[src/rtl/core/ccsb_pkg.sv]
// Shared types and constants for the character-class span/break matcher.
package ccsb_pkg;

  localparam int unsigned CFG_IDX_W   = 3;
  localparam int unsigned CFG_DATA_W  = 64;
  localparam int unsigned OUT_POS_W   = 32;
  localparam int unsigned QUEUE_DEPTH = 4;
  localparam int unsigned QPTR_W      = $clog2(QUEUE_DEPTH);
  localparam int unsigned QCNT_W      = $clog2(QUEUE_DEPTH + 1);

  // Configuration register indexes.
  localparam logic [CFG_IDX_W-1:0] REG_CLASS_0  = 3'd0;
  localparam logic [CFG_IDX_W-1:0] REG_CLASS_1  = 3'd1;
  localparam logic [CFG_IDX_W-1:0] REG_CLASS_2  = 3'd2;
  localparam logic [CFG_IDX_W-1:0] REG_CLASS_3  = 3'd3;
  localparam logic [CFG_IDX_W-1:0] REG_MODE     = 3'd4;
  localparam logic [CFG_IDX_W-1:0] REG_ANCHORED = 3'd5;
  localparam logic [CFG_IDX_W-1:0] REG_BASE     = 3'd6;

  typedef enum logic [1:0] {
    MODE_SPAN   = 2'd0,
    MODE_BREAK  = 2'd1,
    MODE_ANY    = 2'd2,
    MODE_NOTANY = 2'd3
  } match_mode_t;

  typedef enum logic [2:0] {
    PH_SEEK = 3'b001,
    PH_RUN  = 3'b010,
    PH_DONE = 3'b100
  } phase_t;

  // Classified item handed from front to back.
  typedef struct packed {
    logic last;
    logic member;
  } cls_item_t;

  // Settings the back end needs.
  typedef struct packed {
    match_mode_t             mode;
    logic                    anchored;
    logic [OUT_POS_W-1:0]    base;
  } match_cfg_t;

endpackage

[src/rtl/core/ccsb_front.sv]
// Front end: configuration registers and per-byte class lookup.
module ccsb_front import ccsb_pkg::*; (
  input  logic                  clk,
  input  logic                  rst_n,
  input  logic                  cfg_valid,
  output logic                  cfg_ready,
  input  logic [CFG_IDX_W-1:0]  cfg_index,
  input  logic [CFG_DATA_W-1:0] cfg_data,
  input  logic                  in_tvalid,
  output logic                  in_tready,
  input  logic [7:0]            in_tdata,
  input  logic                  in_tlast,
  input  logic                  q_full,
  output logic                  q_push,
  output cls_item_t             q_item,
  output match_cfg_t            match_cfg
);

  logic [255:0]           class_r;
  match_mode_t            mode_r;
  logic                   anchored_r;
  logic [OUT_POS_W-1:0]   base_r;
  logic                   cfg_we;

  assign cfg_ready = 1'b1;
  assign cfg_we    = cfg_valid & cfg_ready;

  always_ff @(posedge clk) begin
    if (!rst_n) begin
      class_r    <= '0;
      mode_r     <= MODE_SPAN;
      anchored_r <= 1'b0;
      base_r     <= '0;
    end else if (cfg_we) begin
      unique case (cfg_index)
        REG_CLASS_0:  class_r[63:0]    <= cfg_data;
        REG_CLASS_1:  class_r[127:64]  <= cfg_data;
        REG_CLASS_2:  class_r[191:128] <= cfg_data;
        REG_CLASS_3:  class_r[255:192] <= cfg_data;
        REG_MODE:     mode_r           <= match_mode_t'(cfg_data[1:0]);
        REG_ANCHORED: anchored_r       <= cfg_data[0];
        REG_BASE:     base_r           <= cfg_data[OUT_POS_W-1:0];
        default: ;
      endcase
    end
  end

  assign in_tready     = ~q_full;
  assign q_push        = in_tvalid & in_tready;
  assign q_item.last   = in_tlast;
  assign q_item.member = class_r[in_tdata];

  assign match_cfg.mode     = mode_r;
  assign match_cfg.anchored = anchored_r;
  assign match_cfg.base     = base_r;

endmodule

[src/rtl/core/ccsb_queue.sv]
// Short queue of classified items between front and back.
module ccsb_queue import ccsb_pkg::*; (
  input  logic      clk,
  input  logic      rst_n,
  input  logic      push,
  input  cls_item_t push_item,
  input  logic      pop,
  output cls_item_t head_item,
  output logic      empty,
  output logic      full
);

  cls_item_t         mem [QUEUE_DEPTH];
  logic [QPTR_W-1:0] wr_ptr_r;
  logic [QPTR_W-1:0] rd_ptr_r;
  logic [QCNT_W-1:0] count_r;

  assign empty     = (count_r == '0);
  assign full      = (count_r == QCNT_W'(QUEUE_DEPTH));
  assign head_item = mem[rd_ptr_r];

  always_ff @(posedge clk) begin
    if (push) begin
      mem[wr_ptr_r] <= push_item;
    end
  end

  always_ff @(posedge clk) begin
    if (!rst_n) begin
      wr_ptr_r <= '0;
      rd_ptr_r <= '0;
      count_r  <= '0;
    end else begin
      if (push) wr_ptr_r <= wr_ptr_r + 1'b1;
      if (pop)  rd_ptr_r <= rd_ptr_r + 1'b1;
      case ({push, pop})
        2'b10:   count_r <= count_r + 1'b1;
        2'b01:   count_r <= count_r - 1'b1;
        default: count_r <= count_r;
      endcase
    end
  end

  a_no_overflow: assert property (@(posedge clk) disable iff (!rst_n)
    full |-> !push)
    else $error("queue push while full");
  a_no_underflow: assert property (@(posedge clk) disable iff (!rst_n)
    empty |-> !pop)
    else $error("queue pop while empty");
  a_count_bound: assert property (@(posedge clk) disable iff (!rst_n)
    count_r <= QCNT_W'(QUEUE_DEPTH))
    else $error("queue count out of range");

endmodule

[src/rtl/core/ccsb_back.sv]
// Back end: match phase sequencer and result register.
module ccsb_back import ccsb_pkg::*; #(
  parameter int unsigned POSITION_WIDTH = 32
) (
  input  logic                  clk,
  input  logic                  rst_n,
  input  match_cfg_t            match_cfg,
  input  cls_item_t             head_item,
  input  logic                  q_empty,
  output logic                  q_pop,
  output logic                  out_tvalid,
  input  logic                  out_tready,
  output logic [2*OUT_POS_W-1:0] out_tdata,
  output logic                  out_tuser
);

  localparam int unsigned PW = POSITION_WIDTH;
  localparam int unsigned EW = (PW > OUT_POS_W) ? PW : OUT_POS_W;

  phase_t                 phase_r, phase_nxt;
  logic [PW-1:0]          pos_r, pos_nxt;
  logic [PW-1:0]          run_r, run_nxt;
  logic                   out_valid_r;
  logic                   found_r;
  logic [OUT_POS_W-1:0]   start_r, end_r;

  logic [EW-1:0]          base_ext;
  logic [PW-1:0]          base_pw;
  logic [PW-1:0]          pos_inc;
  logic [EW-1:0]          abs_zero, abs_pos, abs_pos1, abs_run;
  logic                   emit, e_found;
  logic [OUT_POS_W-1:0]   e_start, e_end;
  logic                   hit;

  assign base_ext = EW'(match_cfg.base);
  assign base_pw  = base_ext[PW-1:0];
  assign pos_inc  = pos_r + 1'b1;
  // Absolute positions wrap at PW bits, then keep their low 32 bits.
  assign abs_zero = EW'(base_pw);
  assign abs_pos  = EW'(PW'(base_pw + pos_r));
  assign abs_pos1 = EW'(PW'(base_pw + pos_inc));
  assign abs_run  = EW'(PW'(base_pw + run_r));

  assign q_pop = ~q_empty & (~out_valid_r | out_tready);
  assign hit   = (match_cfg.mode == MODE_NOTANY) ? ~head_item.member : head_item.member;

  always_comb begin
    phase_nxt = phase_r;
    pos_nxt   = pos_r;
    run_nxt   = run_r;
    emit      = 1'b0;
    e_found   = 1'b0;
    e_start   = '0;
    e_end     = '0;
    if (q_pop) begin
      unique case (phase_r)
        PH_SEEK: begin
          if (head_item.last) begin
            emit = 1'b1;
            if (match_cfg.mode == MODE_BREAK) begin
              e_found = 1'b1;
              e_start = abs_zero[OUT_POS_W-1:0];
              e_end   = abs_pos[OUT_POS_W-1:0];
            end
            phase_nxt = PH_SEEK;
            pos_nxt   = '0;
            run_nxt   = '0;
          end else if (match_cfg.mode == MODE_BREAK) begin
            if (head_item.member) begin
              emit      = 1'b1;
              e_found   = 1'b1;
              e_start   = abs_zero[OUT_POS_W-1:0];
              e_end     = abs_pos[OUT_POS_W-1:0];
              phase_nxt = PH_DONE;
            end else begin
              pos_nxt = pos_inc;
            end
          end else if (hit) begin
            if (match_cfg.mode == MODE_SPAN) begin
              run_nxt   = pos_r;
              pos_nxt   = pos_inc;
              phase_nxt = PH_RUN;
            end else begin
              emit      = 1'b1;
              e_found   = 1'b1;
              e_start   = abs_pos[OUT_POS_W-1:0];
              e_end     = abs_pos1[OUT_POS_W-1:0];
              phase_nxt = PH_DONE;
            end
          end else if (match_cfg.anchored) begin
            emit      = 1'b1;
            phase_nxt = PH_DONE;
          end else begin
            pos_nxt = pos_inc;
          end
        end
        PH_RUN: begin
          if (head_item.last) begin
            emit      = 1'b1;
            e_found   = 1'b1;
            e_start   = abs_run[OUT_POS_W-1:0];
            e_end     = abs_pos[OUT_POS_W-1:0];
            phase_nxt = PH_SEEK;
            pos_nxt   = '0;
            run_nxt   = '0;
          end else if (head_item.member) begin
            pos_nxt = pos_inc;
          end else begin
            emit      = 1'b1;
            e_found   = 1'b1;
            e_start   = abs_run[OUT_POS_W-1:0];
            e_end     = abs_pos[OUT_POS_W-1:0];
            phase_nxt = PH_DONE;
          end
        end
        default: begin
          // Decided: drop bytes, the end marker opens a new subject.
          if (head_item.last) begin
            phase_nxt = PH_SEEK;
            pos_nxt   = '0;
            run_nxt   = '0;
          end
        end
      endcase
    end
  end

  always_ff @(posedge clk) begin
    if (!rst_n) begin
      phase_r     <= PH_SEEK;
      pos_r       <= '0;
      run_r       <= '0;
      out_valid_r <= 1'b0;
    end else begin
      phase_r <= phase_nxt;
      pos_r   <= pos_nxt;
      run_r   <= run_nxt;
      if (emit) begin
        out_valid_r <= 1'b1;
      end else if (out_tready) begin
        out_valid_r <= 1'b0;
      end
    end
  end

  always_ff @(posedge clk) begin
    if (emit) begin
      found_r <= e_found;
      start_r <= e_start;
      end_r   <= e_end;
    end
  end

  assign out_tvalid = out_valid_r;
  assign out_tdata  = {end_r, start_r};
  assign out_tuser  = found_r;

  a_done_silent: assert property (@(posedge clk) disable iff (!rst_n)
    (q_pop && phase_r == PH_DONE) |-> !emit)
    else $error("result after decision");
  a_last_restarts: assert property (@(posedge clk) disable iff (!rst_n)
    (q_pop && head_item.last) |=> (phase_r == PH_SEEK && pos_r == '0))
    else $error("end marker did not restart search");
  a_miss_zero: assert property (@(posedge clk) disable iff (!rst_n)
    (out_valid_r && !found_r) |-> (start_r == '0 && end_r == '0))
    else $error("miss carries nonzero positions");
  a_no_overwrite: assert property (@(posedge clk) disable iff (!rst_n)
    (out_valid_r && !out_tready) |-> !emit)
    else $error("pending result overwritten");

endmodule

[src/rtl/core/char_class_span_break_matcher.sv]
// Top level of the character-class span/break/any/notany matcher.
// An accepted item is written to the queue; popping it from the queue head loads the result.
// Throughput: one item per cycle; a 4-entry queue decouples the two sides, and
// in_tready falls only once the queue fills behind a result held by out_tready.
// Reset (rst_n low, synchronous) clears config registers, queue and search phase.
// No clearing pass; the block takes items the cycle after reset releases.
module char_class_span_break_matcher import ccsb_pkg::*; #(
  parameter int unsigned POSITION_WIDTH = 32
) (
  input  logic                    clk,
  input  logic                    rst_n,
  // configuration write channel
  input  logic                    cfg_valid,
  output logic                    cfg_ready,
  input  logic [CFG_IDX_W-1:0]    cfg_index,
  input  logic [CFG_DATA_W-1:0]   cfg_data,
  // subject byte stream
  input  logic                    in_tvalid,
  output logic                    in_tready,
  input  logic [7:0]              in_tdata,   // [7:0] data_byte
  input  logic                    in_tlast,   // end_marker
  // match results
  output logic                    out_tvalid,
  input  logic                    out_tready,
  output logic [2*OUT_POS_W-1:0]  out_tdata,  // [31:0] start_pos, [63:32] end_pos
  output logic                    out_tuser   // [0] found
);

  logic       q_push, q_pop, q_empty, q_full;
  cls_item_t  q_in_item, q_head_item;
  match_cfg_t match_cfg;

  // Front: registers plus the 256-entry class bit lookup, done on accept.
  ccsb_front u_front (
    .clk       (clk),
    .rst_n     (rst_n),
    .cfg_valid (cfg_valid),
    .cfg_ready (cfg_ready),
    .cfg_index (cfg_index),
    .cfg_data  (cfg_data),
    .in_tvalid (in_tvalid),
    .in_tready (in_tready),
    .in_tdata  (in_tdata),
    .in_tlast  (in_tlast),
    .q_full    (q_full),
    .q_push    (q_push),
    .q_item    (q_in_item),
    .match_cfg (match_cfg)
  );

  // Queue carries only the class bit and the end marker per item.
  ccsb_queue u_queue (
    .clk       (clk),
    .rst_n     (rst_n),
    .push      (q_push),
    .push_item (q_in_item),
    .pop       (q_pop),
    .head_item (q_head_item),
    .empty     (q_empty),
    .full      (q_full)
  );

  // Back: search phase, position counters, result register.
  ccsb_back #(
    .POSITION_WIDTH (POSITION_WIDTH)
  ) u_back (
    .clk        (clk),
    .rst_n      (rst_n),
    .match_cfg  (match_cfg),
    .head_item  (q_head_item),
    .q_empty    (q_empty),
    .q_pop      (q_pop),
    .out_tvalid (out_tvalid),
    .out_tready (out_tready),
    .out_tdata  (out_tdata),
    .out_tuser  (out_tuser)
  );

endmodule

[config.mk]
export PLATFORM = sky130hd
export DESIGN_NAME = char_class_span_break_matcher
export DESIGN_NICKNAME = d
export VERILOG_FILES = /design/src/rtl/core/ccsb_pkg.sv /design/src/rtl/core/ccsb_front.sv /design/src/rtl/core/ccsb_queue.sv /design/src/rtl/core/ccsb_back.sv /design/src/rtl/core/char_class_span_break_matcher.sv
export SDC_FILE = /design/constraint.sdc
export NUM_CORES = 1
export LEC_CHECK = 0
export BUFFER_PORTS_ARGS = -buffer_cell sky130_fd_sc_hd__buf_2
export CORE_MARGIN = 5
export CORE_UTILIZATION = 40
export CTS_CLUSTER_DIAMETER = 150
export DETAILED_ROUTE_END_ITERATION = 8
export GPL_TIMING_DRIVEN = 0
export PLACE_DENSITY = 0.66
export SYNTH_ARGS = -nofsm -noshare
export SYNTH_HDL_FRONTEND = slang
export SYNTH_SLANG_ARGS = --single-unit
[constraint.sdc]
create_clock -name clk -period 14.4 [get_ports clk]
set_input_delay 1.44 -clock clk [delete_from_list [all_inputs] [get_ports clk]]
set_output_delay 1.44 -clock clk [all_outputs]
set_load 0.1 [all_outputs]
After elaboration in Yosys (flattened, before gate mapping)

Memories as Yosys holds them, arrays and structs flattened. A register that Yosys moved wholly into a read port is not among the register bits.
Index checks and enable logic that the tools add are counted.
W data, S select, Z words.

Equal/unequal tests: 21
Add/subtract/negate cells: 8
Shifts and indexed selects: 0
Divide/modulo/power cells: 0
$lt $le $gt $ge: 1
$mul: 0
Bitwise logic cells: 7
Multiplexer cells: 68
Reductions and logical operators: 19

Operators with widths:

| kind                    | count |
|---|---|
| $mux W32                | 30 |
| $pmux W32 S2            | 3 |
| $add A32 B32 Y32        | 3 |
| $add A32 B1 Y32 const B | 1 |
| $mux W3                 | 9 |
| $mux W1                 | 19 |
| $reduce_and A2 Y1       | 7 |
| $eq A3 B3 Y1 const B    | 4 |
| $pmux W3 S2             | 2 |
| $ne A5 B3 Y1 const B    | 2 |
| $reduce_and A5 Y1       | 2 |
| $reduce_bool A2 Y1      | 5 |
| $eq A3 B2 Y1 const B    | 3 |
| $lt A8 B9 Y1 const B    | 1 |
| $bmux W1 S8             | 1 |
| $eq A3 B1 Y1 const B    | 2 |
| $logic_not A3 Y1        | 2 |
| $reduce_and A6 Y1       | 1 |
| $ne A5 B5 Y1 const B    | 1 |
| $add A2 B1 Y2 const B   | 2 |
| $eq A2 B1 Y1 const B    | 2 |
| $eq A2 B2 Y1 const B    | 2 |
| $mux W2                 | 2 |
| $ne A4 B3 Y1 const B    | 1 |
| 12 further kinds        | 17 |

Bits in latches: 0
Memories: 1
Register bits: 431
ROM bits: 0
Memory bits (writable): 8
Input bits: 81
Word-level logic and storage cells: 142

Memory list:

| memory      | words | width | rd ports | clocked after memory_dff | wr ports | line             | source |
|---|---|---|---|---|---|---|---|
| u_queue.mem | 4     | 2     | 1        | 1                        | 1        | ccsb_queue.sv:13 | `cls_item_t mem [QUEUE_DEPTH];` |

Depth between registers and ports, before layout

Gate-level depths: netlist (run 1).

Word-level depth: 8
Mapped depth: 21
Mapped depth without buffers: 18

Hierarchy

A second synthesis (run 1) with hierarchy kept.

Cell total of the unflattened synthesis: 2883
Area total of the unflattened synthesis: 24868.9 µm²

Modules (own cells, without submodules):

| module     | cells an instance | times used | area an instance (µm²) |
|---|---|---|---|
| ccsb_front | 1502              | 1          | 12953.7 |
| ccsb_back  | 1325              | 1          | 11179.5 |
| ccsb_queue | 56                | 1          | 735.7 |

Least setup slack after synthesis (run 1)

Ideal clock, no wire load.

Path type: input port to flip-flop
Start: input out_tready
End: register u_back.end_r[0] (enable)
Data arrival time: 5.018 ns
Slack: 8.871 ns
Buffers on the path: 0
Stages: 3
Required time: 13.889 ns
Path through: nor2b_1 > or2_2 > a21oi_1

Cells in the longest elaborated chain, start to end: 3

RTL lines:

| item                  | line                                | source |
|---|---|---|
| start, declared       | char_class_span_break_matcher.sv:24 | `input logic out_tready,` |
| $or A1 B1 Y1          | ccsb_back.sv:44                     | `assign q_pop = ~q_empty & (~out_valid_r \| out_tready);` |
| $and A1 B1 Y1         | ccsb_back.sv:44                     |  |
| $mux W1               | ccsb_back.sv:55                     | `if (q_pop) begin` |
| named net u_back.emit | ccsb_back.sv:31                     | `logic emit, e_found;` |
| end signal, assigned  | ccsb_back.sv:150                    | `end_r <= e_end;` |
| end, declared         | ccsb_back.sv:25                     | `logic [OUT_POS_W-1:0] start_r, end_r;` |

The timed path passes the listed nets, and every way through them passes these cells.
A chain may end at the register's enable or synchronous reset.

==> flow_summary.toml, run 1 <==
[route]
dr.pass1.iters = 6
drtAntennaViolNets = 0
drtIter0Drc = 1830
drc = 0
via_count = 21000
drt-total-wl_mm = 76.2
drt-wirelength-per-cell_um = 20.1
viasPerCell = 5.53

[outcome]
status = "complete, no violations"

[layout]
final_util = 0.461
final_common_cell = "nand2_1"
final_cell_mix = "nand2_1, dfxtp_1, a21boi_0"
final_nets = 3156
drive_gt1_frac = 0.111
fillers = 5888
area_delta_synth_final_pct = 14.0

[global_routing]
grt_overflow_total = 0
use_met2 = 0.366
busiest_layer = "met2"
gr-usage-all-layers = 0.223
grt_start_max_net_pins = 33
use_met3 = 0.0369
use_met1 = 0.300
antenna_found_initial = 13
grt_pass1_vias = 20000
grt_pass1_wl_mm = 117

[clocking]
cts_buffers = 48
htreeDepth = 2
insertion_delay_ns = 0.62
cts-root-buf = "clkbuf_16"
postCtsSetupBuffers = 0
clk_pin_slew_ns = 0.06
cts.sinks = 441
ctsHoldBuffers = 0
postCtsResizedCells = 0
cts_tree = "built"
clockBufferDepth = 3

[synth]
ys_top_cells_by_area = "dfxtp_1, nand2_1, a21boi_0"
ys_seq_elements = 441
async_flop_share = 0
synth_edf_count = 73
synth_top_area_cell = "dfxtp_1"
synth_cells = 2774
syn_area_um2 = 24400
synth_top_cell_area_share = 0.302
synth_flop_cell = "dfxtp_1"
syn_nets = 2964
avgSynthCellArea_um2 = 8.79
yosys_warnings = 0
ys_seq_area_frac = 0.392
synth.distinct_cells = 65

[timing]
slew-limit-headroom = 0.239
min_period_over_period = 0.327
finalHoldViolations = 0
fmax_ghz = 0.212
skew_ns = 0.0394
fin_tns_setup_ns = 0
worst_pin_slew_ns = 1.14
grt_setup_unrepaired = "false"
timing.final.crit_period_ns = 4.71
setup_viol = 0
drv_slew = 0

[worst_hold_path]
hold_class = "flop to flop"
min_from = "u_front.class_r[87]$_SDFFE_PN0P_"
holdPathEnd = "u_front.class_r[87]$_SDFFE_PN0P_"
whs_path_depth = 2

[floorplan]
placementRows = 90
die_area_um2 = 66000
design.core.area_um2 = 60400
die_y_um = 257
die_w_um = 257
ios = 149
initial_core_util = 0.404

[placed_design]
place.gp.congestion = 0.934
hpwl_mm = 58.2
io_buffers = 140

[setup_path]
worst-r2r-setup-slack_ns = 9.75
cp_common_cell = "mux4_2"
crit_type = "primary input to flop"
cp.required_ns = 14.69
cp_cell_sequence = "clkbuf_1 -> clkbuf_1 -> mux4_2 -> mux4_2 -> mux4_2 -> mux4_2"
worstSetupStartpointType = "primary input"
timing.rr.end = "u_back.end_r[31]$_SDFFCE_PN0P_"
crit_path_top_delay_cell = "clkbuf_1"
cp.arrival_ns = 5.00
max_stage_delay_ns = 0.91
cp_max_fo = 10
crit_start = "in_tdata[1]"
r2r-start = "u_back.pos_r[0]$_SDFFE_PN0P_"
r2r_cells = 17
worst_setup_path_end_kind = "flop"

[power]
powerDensity_nw_per_um2 = 144
vdd_drop_max_mv = 0.0933
p_leak_nw = 10.2

[job]
drv_cap = 0
state kept, by name, indices dropped and copies added, names as in the netlist, 3 cells and up, named ones only:
name and count:
u_back.end_r 32, u_back.start_r 32, u_back.run_r 32, u_front.class_r 256, u_front.base_r 32, u_back.pos_r 32
u_queue.mem 8, u_queue.count_r 3, u_back.phase_r 3
kinds of logic (layout without fill, tap and decap cells):
| kind of cell | Yosys count | count (layout) | share of synthesized area |
|---|---|---|---|
| XOR/XNOR | 116 | 116 | 0.0417 |
| multiplexers | 91 | 91 | 0.0820 |
| buffers and inverters | 201 | 432 | 0.0325 |
| other | 1 | 6 | 0.000154 |
| AO/OA/AOI/OAI | 721 | 721 | 0.205 |
| AND/OR/NAND/NOR | 1094 | 1094 | 0.190 |
| adder cells (fa/ha/maj) | 109 | 109 | 0.0572 |
| flip-flops | 441 | 441 | 0.392 |
per-stage QoR:
step,std cells,setup slack [ns],hold WS (ns),total power [W],cell area [um^2]
2_1_floorplan,2774,8.87,0.440,0.00240,24400
3_3_place_gp,3696,6.82,0.447,0.00270,26100
3_5_place_dp,3698,9.12,0.454,0.00271,26100
4_1_cts,3787,9.74,0.463,0.00401,27800
5_1_grt,3787,9.51,0.478,0.00413,27800
6_report,3792,9.69,0.460,0.00399,27800
cells in the mapped netlist, types with 17 or more instances:
master and instances:
a211oi_1 17, a21boi_0 335, a21o_1 43, a21oi_1 113, a22oi_1 24, and2_1 28, and3_1 18, clkbuf_1 148
dfxtp_1 368, edfxtp_1 73, ha_1 105, inv_1 29, mux4_2 87, nand2_1 748, nand2b_1 20, nand3_1 75
nor2_1 100, nor2b_1 36, nor3_1 25, o21a_1 21, o21ai_0 80, xnor2_1 77, xor2_1 39
critical path, delay by kind of cell:
kind | cells | cell delay, ns
multiplexers | 4 | 2.01
buffers and inverters | 2 | 1.52
where the power goes:
group | leakage (nW) | internal (W) | switching (W) | total, W
clock | 0.809 | 0.000770 | 0.000538 | 0.00131
combinational | 5.70 | 0.000219 | 0.00103 | 0.00125
sequential | 3.67 | 0.00139 | 0.0000422 | 0.00143
final cells by class:
type,count,area (um^2),area share
Multi-Input combinational cell,2132,14000,0.505
Sequential cell,441,9560,0.344
Clock buffer,67,1350,0.0486
Tap cell,782,978,0.0352
Timing Repair Buffer,142,741,0.0266
Buffer,171,679,0.0244
Clock inverter,22,324,0.0117
Inverter,30,113,0.00405
Antenna cell,5,12.5,0.000450
metal layers:
layer	up-vias	part of all wire
li1	10200	-
met1	9840	0.43
met4	16	0.038
met3	187	0.074
met5	-	0.0012
met2	794	0.45
how the worst max path moves through the flow:
stage / slack, ns / endpoint
3_3_place_gp: 6.82 / u_back.start_r[27]$_SDFFCE_PN0P_
3_5_place_dp: 9.12 / u_queue.mem[0][0]$_DFFE_PP_
6_report: 9.69 / u_queue.mem[0][0]$_DFFE_PP_
2_1_floorplan: 8.87 / u_back.end_r[0]$_SDFFCE_PN0P_
4_1_cts: 9.74 / u_queue.mem[3][0]$_DFFE_PP_
5_1_grt: 9.51 / u_back.end_r[31]$_SDFFCE_PN0P_
Note: power is estimated with default switching activity, not from simulation.
==> run 2, diff against run 1 <==
Settings changed: PLACE_DENSITY 0.66 to 0.68.
Clock period 14.4 ns to 4.3 ns, I/O delays scaled along.
==> flow_summary.toml, run 2 (synthesis results as in run 1) <==
[global_routing]
grt_pass1_vias = 20000
antenna_found_initial = 11
grt_start_max_net_pins = 28
grt_overflow_total = 0
gr-usage-all-layers = 0.220
grt_pass1_wl_mm = 115

[layout]
post_layout_nonfiller_instances = 3798
final_cell_mix = "nand2_1, dfxtp_1, a21boi_0"
area_delta_synth_final_pct = 14.6
final_common_cell = "nand2_1"
drive_gt1_frac = 0.123
fillers = 5861
final_nets = 3162
top_register = "u_front.class_r"
final_util = 0.463
largest_register_ff_count = 256

[timing]
worst_pin_slew_ns = 1.13
skew_ns = 0.0261
holdWs_ns = 0.0628
finalHoldViolations = 0
slew-limit-headroom = 0.247
fmax_ghz = 0.239
setup_viol = 0
drv_slew = 0
min_period_over_period = 0.972
layout_setup_ws_ns = 0.122
timing.final.crit_period_ns = 4.18

[setup_path]
cp_cell_sequence = "nand3_2 -> nor2_2 -> and3_1 -> buf_2 -> nor2b_1 -> buf_4 -> nand3_1 -> xnor2_2 -> ha_2 -> a211o_1 -> a211oi_2 -> a31o_2 -> o31ai_4 -> a21o_1 -> a211o_1 -> a311oi_2 -> xnor2_1 -> a22o_1"
crit_start = "u_back.pos_r[3]$_SDFFE_PN0P_"
crit_path_top_delay_cell = "a311oi_2"
r2r_cells = 18
endpoint = "u_back.end_r[31]$_SDFFCE_PN0P_"
cp.required_ns = 4.66
cp.arrival_ns = 4.54
r2r-start = "u_back.pos_r[3]$_SDFFE_PN0P_"
cp_common_cell = "a211o_1"
crit_type = "flop to flop"
critPathBufInv = 2
cp_num_cells = 18
worstSetupStartpointType = "flop"
cp_max_fo = 7
worst_setup_path_end_kind = "flop"
worst-r2r-setup-slack_ns = 0.12
timing.rr.end = "u_back.end_r[31]$_SDFFCE_PN0P_"
max_stage_delay_ns = 0.39
critical-path-top-delay-family = "compound AO/OA/AOI/OAI gates"

[route]
drt-total-wl_mm = 75.9
via_count = 20900
drtAntennaViolNets = 0
dr.pass1.iters = 6
drc = 0
drtIter0Drc = 1797
viasPerCell = 5.51
drt-wirelength-per-cell_um = 20.0

[clocking]
cts-root-buf = "clkbuf_16"
clockBufferDepth = 3
cts.sinks = 441
ctsHoldBuffers = 0
cts_tree = "built"
htreeDepth = 2
clk_pin_slew_ns = 0.06
cts_buffers = 47
insertion_delay_ns = 0.62

[placed_design]
hpwl_mm = 58.1
dp_cells = 3698
io_buffers = 140
preCtsSetupSlack_ns = -0.300
place.gp.congestion = 0.929

[worst_hold_path]
hold_class = "primary input to flop"

[floorplan]
die_y_um = 257
die_area_um2 = 66000
initial_core_util = 0.404
die_w_um = 257
design.core.area_um2 = 60400
placementRows = 90
ios = 149

[power]
powerDensity_nw_per_um2 = 472
vdd_drop_max_mv = 0.271
p_leak_nw = 10.3
p_total_w = 0.0132

[job]
drv_cap = 0

[outcome]
status = "complete, no violations"
==> run 2: how the worst min path moves through the flow <==
stage	slack (ns)	cells after the start	from	to
global route	0.06	1	in_tlast	u_queue.mem[1][1]$_DFFE_PP_
detailed placement	0.45	2	u_front.class_r[86]$_SDFFE_PN0P_	u_front.class_r[86]$_SDFFE_PN0P_
floorplan	0.44	2	u_front.class_r[94]$_SDFFE_PN0P_	u_front.class_r[94]$_SDFFE_PN0P_
global placement	0.45	2	u_front.class_r[10]$_SDFFE_PN0P_	u_front.class_r[10]$_SDFFE_PN0P_
finish	0.06	1	in_tlast	u_queue.mem[1][1]$_DFFE_PP_
CTS	0.04	1	in_tlast	u_queue.mem[1][1]$_DFFE_PP_
==> run 2: what timing repair did <==
action | in CTS | in global routing
buffers inserted | 0 | 8
pin swaps | 1 | 8
gates resized for setup | 6 | 29
gates cloned | 0 | 0
endpoints found under the setup margin | 3 | 10
==> run 2: layout make-up <==
cell class                      count  area [um^2]  area share
Timing Repair Buffer              150          816      0.0292
Clock inverter                     23          289      0.0103
Antenna cell                        5         12.5    0.000448
Clock buffer                       65         1320      0.0470
Sequential cell                   441         9580       0.343
Multi-Input combinational cell   2132        14200       0.507
Buffer                            170          678      0.0243
Inverter                           30          113     0.00403
Tap cell                          782          978      0.0350
==> run 2: power breakdown <==
part / switching, W / leakage (nW) / internal (W)
Sequential: 0.000136 / 3.68 / 0.00465
Clock: 0.00180 / 0.787 / 0.00241
Combinational: 0.00346 / 5.79 / 0.000754
==> run 2: through the flow <==
step	cell area [um^2]	setup TNS, ns
2_1_floorplan	24400	0
3_3_place_gp	26100	-97.31
3_5_place_dp	26100	-0.371
4_1_cts	27800	0
5_1_grt	27900	-0.0236
6_report	28000	0
==> run 2: per-layer routing <==
metal | share of wire | GRT usage | up-vias
met5 | 0.0013 | 0 | -
met4 | 0.034 | 0.0735 | 14
met3 | 0.079 | 0.0433 | 163
met2 | 0.47 | 0.370 | 789
met1 | 0.42 | 0.286 | 9811
li1 | - | - | 10200
==> run 2: worst register-to-register path, stage by stage, from the launching register on <==
cell and delay [ns]:
dfxtp_4 0.38, nand3_2 0.12, nor2_2 0.13, and3_1 0.16, buf_2 0.15, nor2b_1 0.14, buf_4 0.17, nand3_1 0.12
xnor2_2 0.20, ha_2 0.23, a211o_1 0.28, a211oi_2 0.23, a31o_2 0.23, o31ai_4 0.09, a21o_1 0.22, a211o_1 0.36
a311oi_2 0.39, xnor2_1 0.12, a22o_1 0.20
